File: src/rtl/core/iirdf_pkg.sv
// Shared constants, types and controller states for the direct-form IIR filter.
// No dependencies; every other file of the filter imports it.
`timescale 1ns / 1ps

package iirdf_pkg;

    localparam int DATA_W       = 16;
    localparam int PROD_W       = 2 * DATA_W;
    localparam int ACC_W        = 48;
    localparam int CFG_IDX_W    = 4;
    localparam int CFG_NUM_REGS = 8;
    localparam int REG_FB_BASE  = 4;
    localparam int NUM_BANK     = 4;
    localparam int TAPS_DEFAULT = 4;
    localparam int DIV_STEPS    = 16;
    localparam int STEP_W       = $clog2(DIV_STEPS);
    localparam int REM_W        = 32;

    localparam logic [DATA_W-1:0] COEF_ONE = 16'h1000;
    localparam logic [DATA_W-1:0] Y_MAX    = 16'h7FFF;
    localparam logic [DATA_W-1:0] Y_MIN    = 16'h8000;

    typedef logic signed [DATA_W-1:0] t_coef;
    typedef t_coef [NUM_BANK-1:0] t_coef_bank;

    typedef enum logic [3:0] {
        S_IDLE,
        S_MAC,
        S_ACC,
        S_DIVSET,
        S_DIV,
        S_RESULT,
        S_OUT,
        S_UPD,
        S_UEND
    } t_state;

    typedef struct packed {
        logic load;
        logic mac;
        logic div_set;
        logic div_step;
        logic result;
        logic publish;
        logic upd;
        logic shift;
    } t_dp_cmd;

    typedef struct packed {
        logic k_last;
        logic div_skip;
        logic div_last;
        logic out_free;
    } t_dp_sts;

endpackage

File: src/rtl/core/iir_filter_direct_form_top.sv
// IIR filter, direct feedforward and transposed feedback: one result per input transaction.
// The MAC runs on a shared multiplier, then a 16-step divider; a zero divisor or overflow skips
// the divider. A new transaction is accepted only in idle, after the result is published and
// the feedback state update is done, so a stalled output also holds off the next input.
// Reset: synchronous active low; clears history, feedback states and coefficients to unity.
`timescale 1ns / 1ps

module iir_filter_direct_form_top #(
    parameter int TAPS = iirdf_pkg::TAPS_DEFAULT
) (
    input  logic                            i_clk,
    input  logic                            i_rst_n,
    input  logic                            s_axis_tvalid,
    output logic                            s_axis_tready,
    input  logic [iirdf_pkg::DATA_W-1:0]    s_axis_tdata,   // [15:0] sample
    input  logic [0:0]                      s_axis_tuser,   // [0] restart
    output logic                            m_axis_tvalid,
    input  logic                            m_axis_tready,
    output logic [iirdf_pkg::DATA_W-1:0]    m_axis_tdata,   // [15:0] filtered
    output logic [1:0]                      m_axis_tuser,   // [0] saturated, [1] divide_error
    input  logic                            i_cfg_valid,
    output logic                            o_cfg_ready,
    input  logic [iirdf_pkg::CFG_IDX_W-1:0] i_cfg_index,
    input  logic [iirdf_pkg::DATA_W-1:0]    i_cfg_data
);
    import iirdf_pkg::*;

    t_coef_bank ff;
    t_coef_bank fb;
    t_dp_cmd    cmd;
    t_dp_sts    sts;
    logic       sat;
    logic       derr;

    iirdf_cfg_regs #(
        .TAPS (TAPS)
    ) u_cfg (
        .i_clk       (i_clk),
        .i_rst_n     (i_rst_n),
        .i_cfg_valid (i_cfg_valid),
        .o_cfg_ready (o_cfg_ready),
        .i_cfg_index (i_cfg_index),
        .i_cfg_data  (i_cfg_data),
        .o_ff        (ff),
        .o_fb        (fb)
    );

    iirdf_ctrl u_ctrl (
        .i_clk     (i_clk),
        .i_rst_n   (i_rst_n),
        .i_s_valid (s_axis_tvalid),
        .o_s_ready (s_axis_tready),
        .i_sts     (sts),
        .o_cmd     (cmd)
    );

    iirdf_datapath #(
        .TAPS (TAPS)
    ) u_dp (
        .i_clk     (i_clk),
        .i_rst_n   (i_rst_n),
        .i_sample  (s_axis_tdata),
        .i_restart (s_axis_tuser[0]),
        .i_ff      (ff),
        .i_fb      (fb),
        .i_cmd     (cmd),
        .o_sts     (sts),
        .i_m_ready (m_axis_tready),
        .o_m_valid (m_axis_tvalid),
        .o_y       (m_axis_tdata),
        .o_sat     (sat),
        .o_derr    (derr)
    );

    assign m_axis_tuser = {derr, sat};

endmodule

File: src/rtl/core/iirdf_cfg_regs.sv
// Coefficient register file: feedforward and feedback banks, written over the config channel.
// Depends on iirdf_pkg.
`timescale 1ns / 1ps

module iirdf_cfg_regs #(
    parameter int TAPS = iirdf_pkg::TAPS_DEFAULT
) (
    input  logic                               i_clk,
    input  logic                               i_rst_n,
    input  logic                               i_cfg_valid,
    output logic                               o_cfg_ready,
    input  logic [iirdf_pkg::CFG_IDX_W-1:0]    i_cfg_index,
    input  logic [iirdf_pkg::DATA_W-1:0]       i_cfg_data,
    output iirdf_pkg::t_coef_bank              o_ff,
    output iirdf_pkg::t_coef_bank              o_fb
);
    import iirdf_pkg::*;

    localparam int NREG = (TAPS < NUM_BANK) ? TAPS : NUM_BANK;
    localparam t_coef_bank BANK_RESET = {{((NUM_BANK - 1) * DATA_W){1'b0}}, COEF_ONE};

    t_coef_bank r_ff;
    t_coef_bank r_fb;
    logic       wr_en;
    logic [1:0] slot;

    assign slot        = i_cfg_index[1:0];
    assign o_cfg_ready = 1'b1;
    assign wr_en       = i_cfg_valid
                         && ({1'b0, i_cfg_index} < (CFG_IDX_W + 1)'(CFG_NUM_REGS))
                         && ({1'b0, slot} < 3'(NREG));

    always_ff @(posedge i_clk) begin
        if (!i_rst_n) begin
            r_ff <= BANK_RESET;
            r_fb <= BANK_RESET;
        end else if (wr_en) begin
            if ({1'b0, i_cfg_index} >= (CFG_IDX_W + 1)'(REG_FB_BASE)) begin
                r_fb[slot] <= i_cfg_data;
            end else begin
                r_ff[slot] <= i_cfg_data;
            end
        end
    end

    assign o_ff = r_ff;
    assign o_fb = r_fb;

endmodule

File: src/rtl/core/iirdf_ctrl.sv
// Sequencer for one sample: MAC, divide, result, output, feedback state update.
// Depends on iirdf_pkg; drives iirdf_datapath through command and status structs.
`timescale 1ns / 1ps

module iirdf_ctrl (
    input  logic               i_clk,
    input  logic               i_rst_n,
    input  logic               i_s_valid,
    output logic               o_s_ready,
    input  iirdf_pkg::t_dp_sts i_sts,
    output iirdf_pkg::t_dp_cmd o_cmd
);
    import iirdf_pkg::*;

    t_state r_state;
    t_state n_state;

    always_ff @(posedge i_clk) begin
        if (!i_rst_n) begin
            r_state <= S_IDLE;
        end else begin
            r_state <= n_state;
        end
    end

    always_comb begin
        n_state   = r_state;
        o_cmd     = '0;
        o_s_ready = 1'b0;
        unique case (r_state)
            S_IDLE: begin
                o_s_ready = 1'b1;
                if (i_s_valid) begin
                    o_cmd.load = 1'b1;
                    n_state    = S_MAC;
                end
            end
            S_MAC: begin
                o_cmd.mac = 1'b1;
                if (i_sts.k_last) begin
                    n_state = S_ACC;
                end
            end
            S_ACC: begin
                n_state = S_DIVSET;
            end
            S_DIVSET: begin
                o_cmd.div_set = 1'b1;
                n_state       = i_sts.div_skip ? S_RESULT : S_DIV;
            end
            S_DIV: begin
                o_cmd.div_step = 1'b1;
                if (i_sts.div_last) begin
                    n_state = S_RESULT;
                end
            end
            S_RESULT: begin
                o_cmd.result = 1'b1;
                n_state      = S_OUT;
            end
            S_OUT: begin
                if (i_sts.out_free) begin
                    o_cmd.publish = 1'b1;
                    n_state       = S_UPD;
                end
            end
            S_UPD: begin
                o_cmd.upd = 1'b1;
                if (i_sts.k_last) begin
                    n_state = S_UEND;
                end
            end
            S_UEND: begin
                o_cmd.shift = 1'b1;
                n_state     = S_IDLE;
            end
            default: begin
                n_state = S_IDLE;
            end
        endcase
    end

`ifndef SYNTHESIS
    a_accept_starts_mac: assert property (@(posedge i_clk) disable iff (!i_rst_n)
        (i_s_valid && o_s_ready) |=> (r_state == S_MAC))
        else $error("accepted transaction did not start the MAC phase");

    a_publish_when_free: assert property (@(posedge i_clk) disable iff (!i_rst_n)
        o_cmd.publish |-> i_sts.out_free)
        else $error("result published over an untaken output");

    a_div_holds: assert property (@(posedge i_clk) disable iff (!i_rst_n)
        (r_state == S_DIV && !i_sts.div_last) |=> (r_state == S_DIV))
        else $error("divider left before its last step");
`endif

endmodule

File: src/rtl/core/iirdf_datapath.sv
// Datapath: shared 16x16 multiplier, 48-bit accumulator, radix-2 divider,
// saturation, input history, feedback states and the output register. Depends on iirdf_pkg.
`timescale 1ns / 1ps

module iirdf_datapath #(
    parameter int TAPS = iirdf_pkg::TAPS_DEFAULT
) (
    input  logic                          i_clk,
    input  logic                          i_rst_n,
    input  logic [iirdf_pkg::DATA_W-1:0]  i_sample,
    input  logic                          i_restart,
    input  iirdf_pkg::t_coef_bank         i_ff,
    input  iirdf_pkg::t_coef_bank         i_fb,
    input  iirdf_pkg::t_dp_cmd            i_cmd,
    output iirdf_pkg::t_dp_sts            o_sts,
    input  logic                          i_m_ready,
    output logic                          o_m_valid,
    output logic [iirdf_pkg::DATA_W-1:0]  o_y,
    output logic                          o_sat,
    output logic                          o_derr
);
    import iirdf_pkg::*;

    localparam int KW = (TAPS > 2) ? $clog2(TAPS) : 1;
    localparam int SW = (TAPS > 2) ? $clog2(TAPS - 1) : 1;
    localparam logic [KW-1:0] K_LAST = KW'(TAPS - 1);

    logic signed [DATA_W-1:0] r_hist  [0:TAPS-2];
    logic signed [ACC_W-1:0]  r_fbst  [0:TAPS-2];
    logic signed [DATA_W-1:0] r_x;
    logic signed [ACC_W-1:0]  r_acc;
    logic [KW-1:0]            r_k;
    logic [KW-1:0]            r_pk;
    logic                     r_pv;
    logic                     r_pupd;
    logic signed [PROD_W-1:0] r_prod;
    logic [REM_W-1:0]         r_rem;
    logic [REM_W-1:0]         r_dsh;
    logic [DATA_W-1:0]        r_q;
    logic [STEP_W-1:0]        r_step;
    logic                     r_neg;
    logic                     r_zero;
    logic                     r_ovf;
    logic [DATA_W-1:0]        r_y;
    logic                     r_sat;
    logic                     r_derr;
    logic                     r_out_valid;
    logic [DATA_W-1:0]        r_out_y;
    logic                     r_out_sat;
    logic                     r_out_derr;

    logic signed [DATA_W-1:0] ff_k;
    logic signed [DATA_W-1:0] fb_k;
    logic signed [DATA_W-1:0] x_k;
    logic signed [DATA_W-1:0] mul_a;
    logic signed [DATA_W-1:0] mul_b;
    logic [KW-1:0]            k_m1;
    logic [KW-1:0]            pk_m1;
    logic signed [ACC_W-1:0]  prod_ext;
    logic signed [ACC_W-1:0]  st_next;
    logic [ACC_W-1:0]         a_mag;
    logic [DATA_W:0]          d_ext;
    logic [DATA_W:0]          d_mag;
    logic                     d_zero;
    logic                     q_ovf;
    logic [REM_W:0]           diff;
    logic                     over_pos;
    logic                     over_neg;
    logic [DATA_W-1:0]        q_neg;

    always_comb begin
        ff_k = '0;
        fb_k = '0;
        for (int i = 0; i < NUM_BANK; i++) begin
            if (i < TAPS && r_k == KW'(i)) begin
                ff_k = $signed(i_ff[i]);
                fb_k = $signed(i_fb[i]);
            end
        end
    end

    assign k_m1  = r_k - KW'(1);
    assign pk_m1 = r_pk - KW'(1);
    assign x_k   = (r_k == '0) ? r_x : r_hist[k_m1[SW-1:0]];
    assign mul_a = i_cmd.upd ? fb_k : ff_k;
    assign mul_b = i_cmd.upd ? $signed(r_y) : x_k;

    assign prod_ext = {{(ACC_W - PROD_W){r_prod[PROD_W-1]}}, r_prod};
    assign st_next  = (r_pk == K_LAST) ? '0 : r_fbst[r_pk[SW-1:0]];

    assign a_mag  = r_acc[ACC_W-1] ? (~r_acc + ACC_W'(1)) : r_acc;
    assign d_ext  = {i_fb[0][DATA_W-1], i_fb[0]};
    assign d_mag  = d_ext[DATA_W] ? (~d_ext + (DATA_W + 1)'(1)) : d_ext;
    assign d_zero = (i_fb[0] == '0);
    assign q_ovf  = a_mag >= {{(ACC_W - DATA_W - 1 - DATA_W){1'b0}}, d_mag, {DATA_W{1'b0}}};
    assign diff   = {1'b0, r_rem} - {1'b0, r_dsh};

    assign over_pos = !r_neg && r_q[DATA_W-1];
    assign over_neg = r_neg && r_q[DATA_W-1] && (r_q[DATA_W-2:0] != '0);
    assign q_neg    = ~r_q + DATA_W'(1);

    assign o_sts.k_last   = (r_k == K_LAST);
    assign o_sts.div_skip = d_zero || q_ovf;
    assign o_sts.div_last = (r_step == STEP_W'(DIV_STEPS - 1));
    assign o_sts.out_free = !r_out_valid || i_m_ready;

    always_ff @(posedge i_clk) begin
        if (!i_rst_n) begin
            r_pv        <= 1'b0;
            r_out_valid <= 1'b0;
            for (int i = 0; i < TAPS - 1; i++) begin
                r_hist[i] <= '0;
                r_fbst[i] <= '0;
            end
        end else begin
            r_pv <= i_cmd.mac || i_cmd.upd;
            if (i_cmd.publish) begin
                r_out_valid <= 1'b1;
            end else if (i_m_ready) begin
                r_out_valid <= 1'b0;
            end
            if (i_cmd.load && i_restart) begin
                for (int i = 0; i < TAPS - 1; i++) begin
                    r_hist[i] <= '0;
                    r_fbst[i] <= '0;
                end
            end
            if (r_pv && r_pupd) begin
                r_fbst[pk_m1[SW-1:0]] <= st_next - prod_ext;
            end
            if (i_cmd.shift) begin
                for (int i = TAPS - 2; i > 0; i--) begin
                    r_hist[i] <= r_hist[i-1];
                end
                r_hist[0] <= r_x;
            end
        end
    end

    always_ff @(posedge i_clk) begin
        if (i_cmd.load) begin
            r_x   <= i_sample;
            r_acc <= i_restart ? '0 : r_fbst[0];
            r_k   <= '0;
        end else if (i_cmd.mac || i_cmd.upd) begin
            r_k <= r_k + KW'(1);
        end else if (i_cmd.result) begin
            r_k <= KW'(1);
        end
        if (i_cmd.mac || i_cmd.upd) begin
            r_prod <= mul_a * mul_b;
            r_pk   <= r_k;
            r_pupd <= i_cmd.upd;
        end
        if (r_pv && !r_pupd) begin
            r_acc <= r_acc + prod_ext;
        end
        if (i_cmd.div_set) begin
            r_rem  <= a_mag[REM_W-1:0];
            r_dsh  <= {d_mag, {(REM_W - DATA_W - 1){1'b0}}};
            r_q    <= '0;
            r_step <= '0;
            r_neg  <= r_acc[ACC_W-1] ^ i_fb[0][DATA_W-1];
            r_zero <= d_zero;
            r_ovf  <= q_ovf;
        end
        if (i_cmd.div_step) begin
            if (!diff[REM_W]) begin
                r_rem <= diff[REM_W-1:0];
            end
            r_q    <= {r_q[DATA_W-2:0], !diff[REM_W]};
            r_dsh  <= r_dsh >> 1;
            r_step <= r_step + STEP_W'(1);
        end
        if (i_cmd.result) begin
            priority if (r_zero) begin
                r_y    <= '0;
                r_sat  <= 1'b0;
                r_derr <= 1'b1;
            end else if (r_ovf || over_pos || over_neg) begin
                r_y    <= r_neg ? Y_MIN : Y_MAX;
                r_sat  <= 1'b1;
                r_derr <= 1'b0;
            end else begin
                r_y    <= r_neg ? q_neg : r_q;
                r_sat  <= 1'b0;
                r_derr <= 1'b0;
            end
        end
        if (i_cmd.publish) begin
            r_out_y    <= r_y;
            r_out_sat  <= r_sat;
            r_out_derr <= r_derr;
        end
    end

    assign o_m_valid = r_out_valid;
    assign o_y       = r_out_y;
    assign o_sat     = r_out_sat;
    assign o_derr    = r_out_derr;

`ifndef SYNTHESIS
    a_rem_bound: assert property (@(posedge i_clk) disable iff (!i_rst_n)
        i_cmd.div_step |-> ({1'b0, r_rem} < {r_dsh, 1'b0}))
        else $error("divider remainder out of range");

    a_derr_zero: assert property (@(posedge i_clk) disable iff (!i_rst_n)
        (r_out_valid && r_out_derr) |-> (r_out_y == '0 && !r_out_sat))
        else $error("divide error with nonzero output or saturation");

    a_sat_rail: assert property (@(posedge i_clk) disable iff (!i_rst_n)
        (r_out_valid && r_out_sat) |-> (r_out_y == Y_MAX || r_out_y == Y_MIN))
        else $error("saturated output not at a rail");
`endif

endmodule

File: config.mk
export PLATFORM = sky130hd
export DESIGN_NAME = iir_filter_direct_form_top
export DESIGN_NICKNAME = d
export VERILOG_FILES = /design/src/rtl/core/iirdf_pkg.sv /design/src/rtl/core/iir_filter_direct_form_top.sv /design/src/rtl/core/iirdf_cfg_regs.sv /design/src/rtl/core/iirdf_ctrl.sv /design/src/rtl/core/iirdf_datapath.sv
export SDC_FILE = /design/constraint.sdc
export NUM_CORES = 2
export LEC_CHECK = 0
export ABC_CLOCK_PERIOD_IN_PS = 15600
export BUFFER_PORTS_ARGS = -buffer_cell sky130_fd_sc_hd__buf_2
export CAP_MARGIN = 10
export CORE_MARGIN = 2
export CORE_UTILIZATION = 40
export CTS_CLUSTER_SIZE = 25
export DETAILED_ROUTE_END_ITERATION = 7
export PLACE_DENSITY = 0.66
export SETUP_SLACK_MARGIN = 0.02
export SYNTH_ARGS = -nofsm -noshare
export SYNTH_HDL_FRONTEND = slang
export SYNTH_SLANG_ARGS = --single-unit
File: constraint.sdc
create_clock -name i_clk -period 15.6 [get_ports i_clk]
set_clock_uncertainty 0.05 [all_clocks]
set_input_delay 1.56 -clock i_clk [delete_from_list [all_inputs] [get_ports i_clk]]
set_output_delay 1.56 -clock i_clk [all_outputs]
set_load 0.01 [all_outputs]
* After elaboration in Yosys (flattened, before gate mapping)
Memories as Yosys holds them, arrays and structs flattened. A register that Yosys moved wholly into a read port is not among the register bits.
Cells that the tools add are included.
** Storage, ports and cells
- Flip-flop bits (word level) :: 358
- Memory bits (writable) :: 192
- Input bits :: 42
- Output and inout bits :: 21
- Memories kept :: 2
** Memories
- u_dp.r_fbst :: depth 3, width 48, read ports 2, clocked after memory_dff 1, wr ports 4, line iirdf_datapath.sv:29 : logic signed [ACC_W-1:0] r_fbst [0:TAPS-2];
- u_dp.r_hist :: depth 3, width 16, read ports 3, clocked after memory_dff 0, wr ports 3, line iirdf_datapath.sv:28 : logic signed [DATA_W-1:0] r_hist [0:TAPS-2];
** Cells by class
- Add/sub/neg operators :: 10
- Multipliers :: 1
- $lt $le $gt $ge :: 5
- Equality and inequality tests :: 18
- Muxes and demuxes :: 77
- Bitwise logic cells :: 14
- Reduce and logical (&&, ||, !) cells :: 28
** Operators by type and width (count)
- $mux W48 :: 8
- $mux W16 :: 23
- $bwmux W64 :: 2
- $mux W32 :: 3
- $mux W31 :: 2
- $add A48 B2 Y48 const B :: 1
- $add A48 B32 Y48 :: 1
- $ge A48 B33 Y1 :: 1
- $not A48 Y48 :: 1
- $sub A48 B32 Y48 :: 1
- $sub A32 B32 Y33 :: 1
- $demux W16 S2 :: 1
- $mul A16 B16 Y32 :: 1
- $pmux W4 S8 :: 1
- $mux W4 :: 7
- $mux W1 :: 26
- $add A17 B1 Y17 const B :: 1
- $mux W17 :: 1
- $not A17 Y17 :: 1
- $add A16 B1 Y16 const B :: 1
- $eq A4 B3 Y1 const B :: 4
- $logic_not A16 Y1 :: 1
- $not A16 Y16 :: 1
- $reduce_bool A15 Y1 :: 1
- 25 further kinds :: 62

* Logic depth before layout (Yosys ltp)
- Word-level depth :: 8
- Mapped depth :: 35

* Modules after synthesis
From an unflattened synthesis, not the netlist that was laid out.
** Second synthesis, totals
- Cells, all modules :: 4472
- Area total of the unflattened synthesis :: 44066.0 µm²
** By module, submodules not included
- iirdf_datapath :: times used 1, cells an instance 3982, area an instance 39007.4 µm², seq. area each 13663.1 µm²
- iirdf_cfg_regs :: times used 1, cells an instance 447, area an instance 4693.3 µm², seq. area each 2562.5 µm²
- iirdf_ctrl :: times used 1, cells an instance 41, area an instance 350.3 µm², seq. area each 80.1 µm²
- iir_filter_direct_form_top :: times used 1, cells an instance 2, area an instance 15.0 µm², seq. area each 0.0 µm²

* Worst setup path before layout
No wires, ideal clock.
- Path type :: register to register
- Start :: register u_dp.r_k[0]
- End :: register u_dp.r_prod[31], data pin
- Setup time :: 0.260 ns
- Arrival :: 8.259 ns
- Slack :: 7.031 ns
- Cell stages (with the launch flop) :: 32
- Period minus slack after synthesis :: 8.569 ns
- Cell sequence :: dfxtp_1 -> clkbuf_1 -> buf_1 -> inv_1 -> ha_1 -> clkbuf_1 -> clkbuf_1 -> a211oi_1 -> a21oi_1 -> nor2_1 -> a21oi_1 -> clkbuf_1 -> nor2_1 -> fa_1 -> inv_1 -> fa_1 -> fa_1 -> fa_1 -> inv_1 -> fa_1 -> inv_1 -> fa_1 -> inv_1 -> ha_1 -> and3_1 -> and2_1 -> a211oi_1 -> o21ai_0 -> a311oi_1 -> o31ai_1 -> a21oi_1 -> xnor2_1
** Between the ends
- Longest elaborated chain between the ends :: 7
** Ends and longest elaborated chain
- start: declaration :: line iirdf_datapath.sv:32 : logic [KW-1:0] r_k;
- start signal: assignment :: line iirdf_datapath.sv:146 : r_k <= r_k + KW'(1);
- branches (longest 6 deep; another with $mem_v2 Z3 W16)
- $mul A16 B16 Y32 * :: line iirdf_datapath.sv:151 : r_prod <= mul_a * mul_b;
- end signal: assignment :: line iirdf_datapath.sv:151
- end: declaration :: line iirdf_datapath.sv:36 : logic signed [PROD_W-1:0] r_prod;
Every way passes the cells marked *.
A chain may end at the register's enable or synchronous reset.

* Worst setup path in the final report
- Start :: register u_ctrl.r_state[0]
- End :: register u_dp.r_prod[31], data pin
** Between the ends
- Longest elaborated chain between the ends :: 4
** Ends and longest elaborated chain
- start: declaration :: line iirdf_ctrl.sv:15 : t_state r_state;
- start signal: assignment :: line iirdf_ctrl.sv:22 : r_state <= n_state;
- $eq A4 B3 Y1 * :: line iirdf_ctrl.sv:30 : unique case (r_state)
- $mux W1 * :: line iirdf_ctrl.sv:30
- $mux W16 (on tied branches) :: line iirdf_datapath.sv:85, iirdf_datapath.sv:86
- $mul A16 B16 Y32 * :: line iirdf_datapath.sv:151
Mark *: on every way between the ends. The rest lies on a longest branch, timed or not.

==> metrics.md <==
| Metric | Value |
|---|---|
| Drt pass-1 iters | `6` |
| Sequential area share after synthesis | `0.367` |
| CP Capture Type | `register` |
| CP top delay family | `adder cells` |
| Synthesized flop and latch total | `600` |
| Skew-Pair Late Insertion Delay | `0.64 ns` |
| Post-Place Cells | `slightly below 6,000` |
| Most common cell in the netlist | `nand2_1` |
| Final WL | `119,000 um` |
| CTS sink count | `600` |
| Setup bufs post-CTS | `0` |
| Total power | `roughly 11 mW` |
| Tmin final | `approximately 9.5 ns` |
| Layout cells sized above 1 | `0.0712` |
| CP max stage delay | `0.58 ns` |
| Layout area overhead | `8.70%` |
| Synth async-reset ratio | `0` |
| GRT overflow | `0` |
| Final setup violation count | `0` |
| Clock slew at reported path FFs | `roughly 0.06 ns` |
| Total Routing Usage GR | `0.210` |
| Vias in the first global route | `33,112` |
| Crit path kind | `register to register` |
| Detailed Place HPWL | `85,200 um` |
| Worst Slack Setup Final | `just over 6 ns` |
| # resized after CTS | `0` |
| Sum Neg Setup Slack | `0 ns` |
| CTS Buffer Depth | `3` |
| Rows | `~120` |
| Mapped Avg Cell Area | `9.74 sq um` |
| Commonest cells in the netlist | `484 x nand2_1, 462 x inv_1, 429 x edfxtp_1, 429 x nor2_1, 265 x fa_1` |
| Synth cell types | `91` |
| Die Wd | `approximately 340 um` |
| Arr. time, crit path | `just under 10 ns` |
| Met1 wire length | `51,200 um` |
| Critical-path top delay cell | `mux4_2` |
| Most frequent CP cell | `fa_1` |
| Post-synth EDFFs | `approximately 430` |
| Starting DRC count in detailed routing | `between 2,000 and 3,000` |
| Uppermost layer routed | `met4` |
| Avg Vias per Cell | `~5.5` |
| H-tree levels | `3` |
| Count of hold-fix buffers inserted at cts | `0` |
| DR WL met2 | `55,900 um` |
| VDD IR-drop max | `about 150 uV` |
| Die footprint | `114,000 sq um` |
| Worst-path fanout max | `36` |
| RSZ-0062 raised after global routing | `no` |
| Die height | `roughly 340 um` |
| Mapped Cells | `between 4,000 and 5,000` |
| First-pass GRT wire length | `approximately 190,000 um` |
| Status | `complete, no violations` |
| Synth warnings | `0` |
| TritonCTS clock tree | `yes` |
| CTS Root Cell | `clkbuf_16` |
| DRT antenna net count | `0` |
| Netlist Area Pre-Place | `about 44,000 sq um` |
| Element type at the critical path start | `register` |
| PortBufs | `just over 60` |
| Cell taking the most area after synthesis | `edfxtp_1` |
| DRC violations left | `0` |
| WL met3 | `around 7600 um` |
| Final Hold Violating Endpoints | `0` |
| WL/cell | `just under 20 um` |
| Vias | `approximately 33,000` |
| Cell Pwr Density | `around 220 nW/um^2` |
| Hold WC Path Type | `register to register` |
| # nets final | `~5,000` |
| Initial core utilization | `0.402` |
| Static leakage | `just over 20 nW` |
| Area share of the largest cell type after synthesis | `0.290` |
| Fmax | `~0.10 GHz` |
| Largest net degree at the start of global routing | `approximately 110` |
| CP required | `roughly 16 ns` |
| Fin cells | `approximately 6,100` |
| Synth area leaders | `edfxtp_1 29%, fa_1 12%, dfxtp_1 7.7%` |
| Final Cycle Share | `0.612` |
| Pins Over Slew Limit | `0` |
| Core Region | `111,000 sq um` |
| Initial antenna violation count | `1` |
| Worst-Margin Slew | `about 1.1 ns` |
| Final Wtd Congestion | `approximately 0.91` |
| Place WS | `~6.1 ns` |
| I/O pin total | `63` |
| Post-synth top flop | `edfxtp_1` |
| Slew margin rel. | `0.273` |
| TritonCTS Buffers | `between 60 and 70` |
| Critical path buffers and inverters | `8` |
| Max-cap violations | `0` |
## final timing paths
| path | slack, ns | endpoint | cells after the start | start |
|---|---|---|---|---|
| max | 6.05 | u_dp.r_prod[31] | 28 | u_ctrl.r_state[0] |
| min | 0.37 | u_dp.o_derr | 0 | u_dp.r_derr |
| max reg2reg | 6.05 | u_dp.r_prod[31] | 28 | u_ctrl.r_state[0] |
| min reg2reg | 0.37 | u_dp.o_derr | 0 | u_dp.r_derr |
## per-layer routing
layer,vias up,global-route usage
li1,15617,-
met1,16465,0.278
met2,1054,0.351
met3,217,0.0324
met4,0,0.0713
met5,-,0
## stage by stage
| stage | util | area, sq um | hold WS, ns |
|---|---|---|---|
| 6_report | 0.437 | 48300 | 0.371 |
| 5_1_grt | 0.437 | 48300 | 0.377 |
| 4_1_cts | 0.437 | 48300 | 0.370 |
| 3_5_place_dp | 0.418 | 46200 | 0.356 |
| 3_3_place_gp | 0.418 | 46200 | 0.358 |
| 2_1_floorplan | - | 44500 | 0.350 |
## power breakdown
group	leakage (nW)	switching, mW	internal (mW)
combinational	13.6	3.94	2.53
clock	1.02	0.672	0.883
sequential	5.63	0.333	2.24
total	20.3	4.95	5.65
## cell type report
class,count,area (sq um)
Fill cell,10468,62200
Timing Repair Buffer,116,721
Multi-Input combinational cell,3279,25600
Clock inverter,30,229
Clock buffer,91,1880
Tap cell,1488,1860
Inverter,465,1750
Sequential cell,600,16300
Antenna cell,1,2.50
## logic make-up (layout without fill, tap and decap cells)
kind of cell               count (synthesis)  after routing  share of synthesized area
and+or+nand+nor                         1536           1536                      0.164
AOI/OAI and AO/OA                        846            846                      0.122
buffers and inverters                    685            702                     0.0600
DFF                                      600            600                      0.367
adders and majority gates                499            499                      0.185
muxes                                    214            214                     0.0660
xor gates and xnor gates                 182            182                     0.0359
other                                      1              3                  0.0000843
## worst register-to-register path, delay by kind of cell, from the launching register on
family                     cells  cell delay [ns]
DFF                            1             0.44
muxes                          1             0.59
AOI/OAI and AO/OA              6             2.36
adders and majority gates      7             3.44
xor gates and xnor gates       1             0.08
buffers and inverters          8             1.52
and+or+nand+nor                5             0.80
## state kept, by name (all words and copies together) (netlist names), 32 cells and up, named ones only
name	flops
u_cfg.o_ff	64
u_dp.r_rem	32
u_dp.r_acc	48
u_dp.r_dsh	32
u_cfg.o_fb	64
u_dp.r_prod	32
u_dp.r_hist	48
u_dp.r_fbst	192
## placed cells by master, fill, tap and decap left out, types with 71 or more instances in the layout
| cell | netlist | layout |
|---|---|---|
| a21boi_0 | 74 | 73 |
| a21o_1 | 114 | 114 |
| a21oi_1 | 201 | 201 |
| and2_1 | 112 | 112 |
| clkbuf_16 | 0 | 71 |
| dfxtp_1 | 171 | 169 |
| edfxtp_1 | 429 | 429 |
| fa_1 | 265 | 265 |
| ha_1 | 234 | 232 |
| inv_1 | 462 | 462 |
| mux2i_1 | 146 | 146 |
| nand2_1 | 484 | 480 |
| nand3_1 | 96 | 95 |
| nor2_1 | 429 | 427 |
| nor2b_1 | 109 | 109 |
| o21ai_0 | 196 | 193 |
| xnor2_1 | 110 | 110 |
| xor2_1 | 72 | 72 |
(Power assumes the default switching activity.)
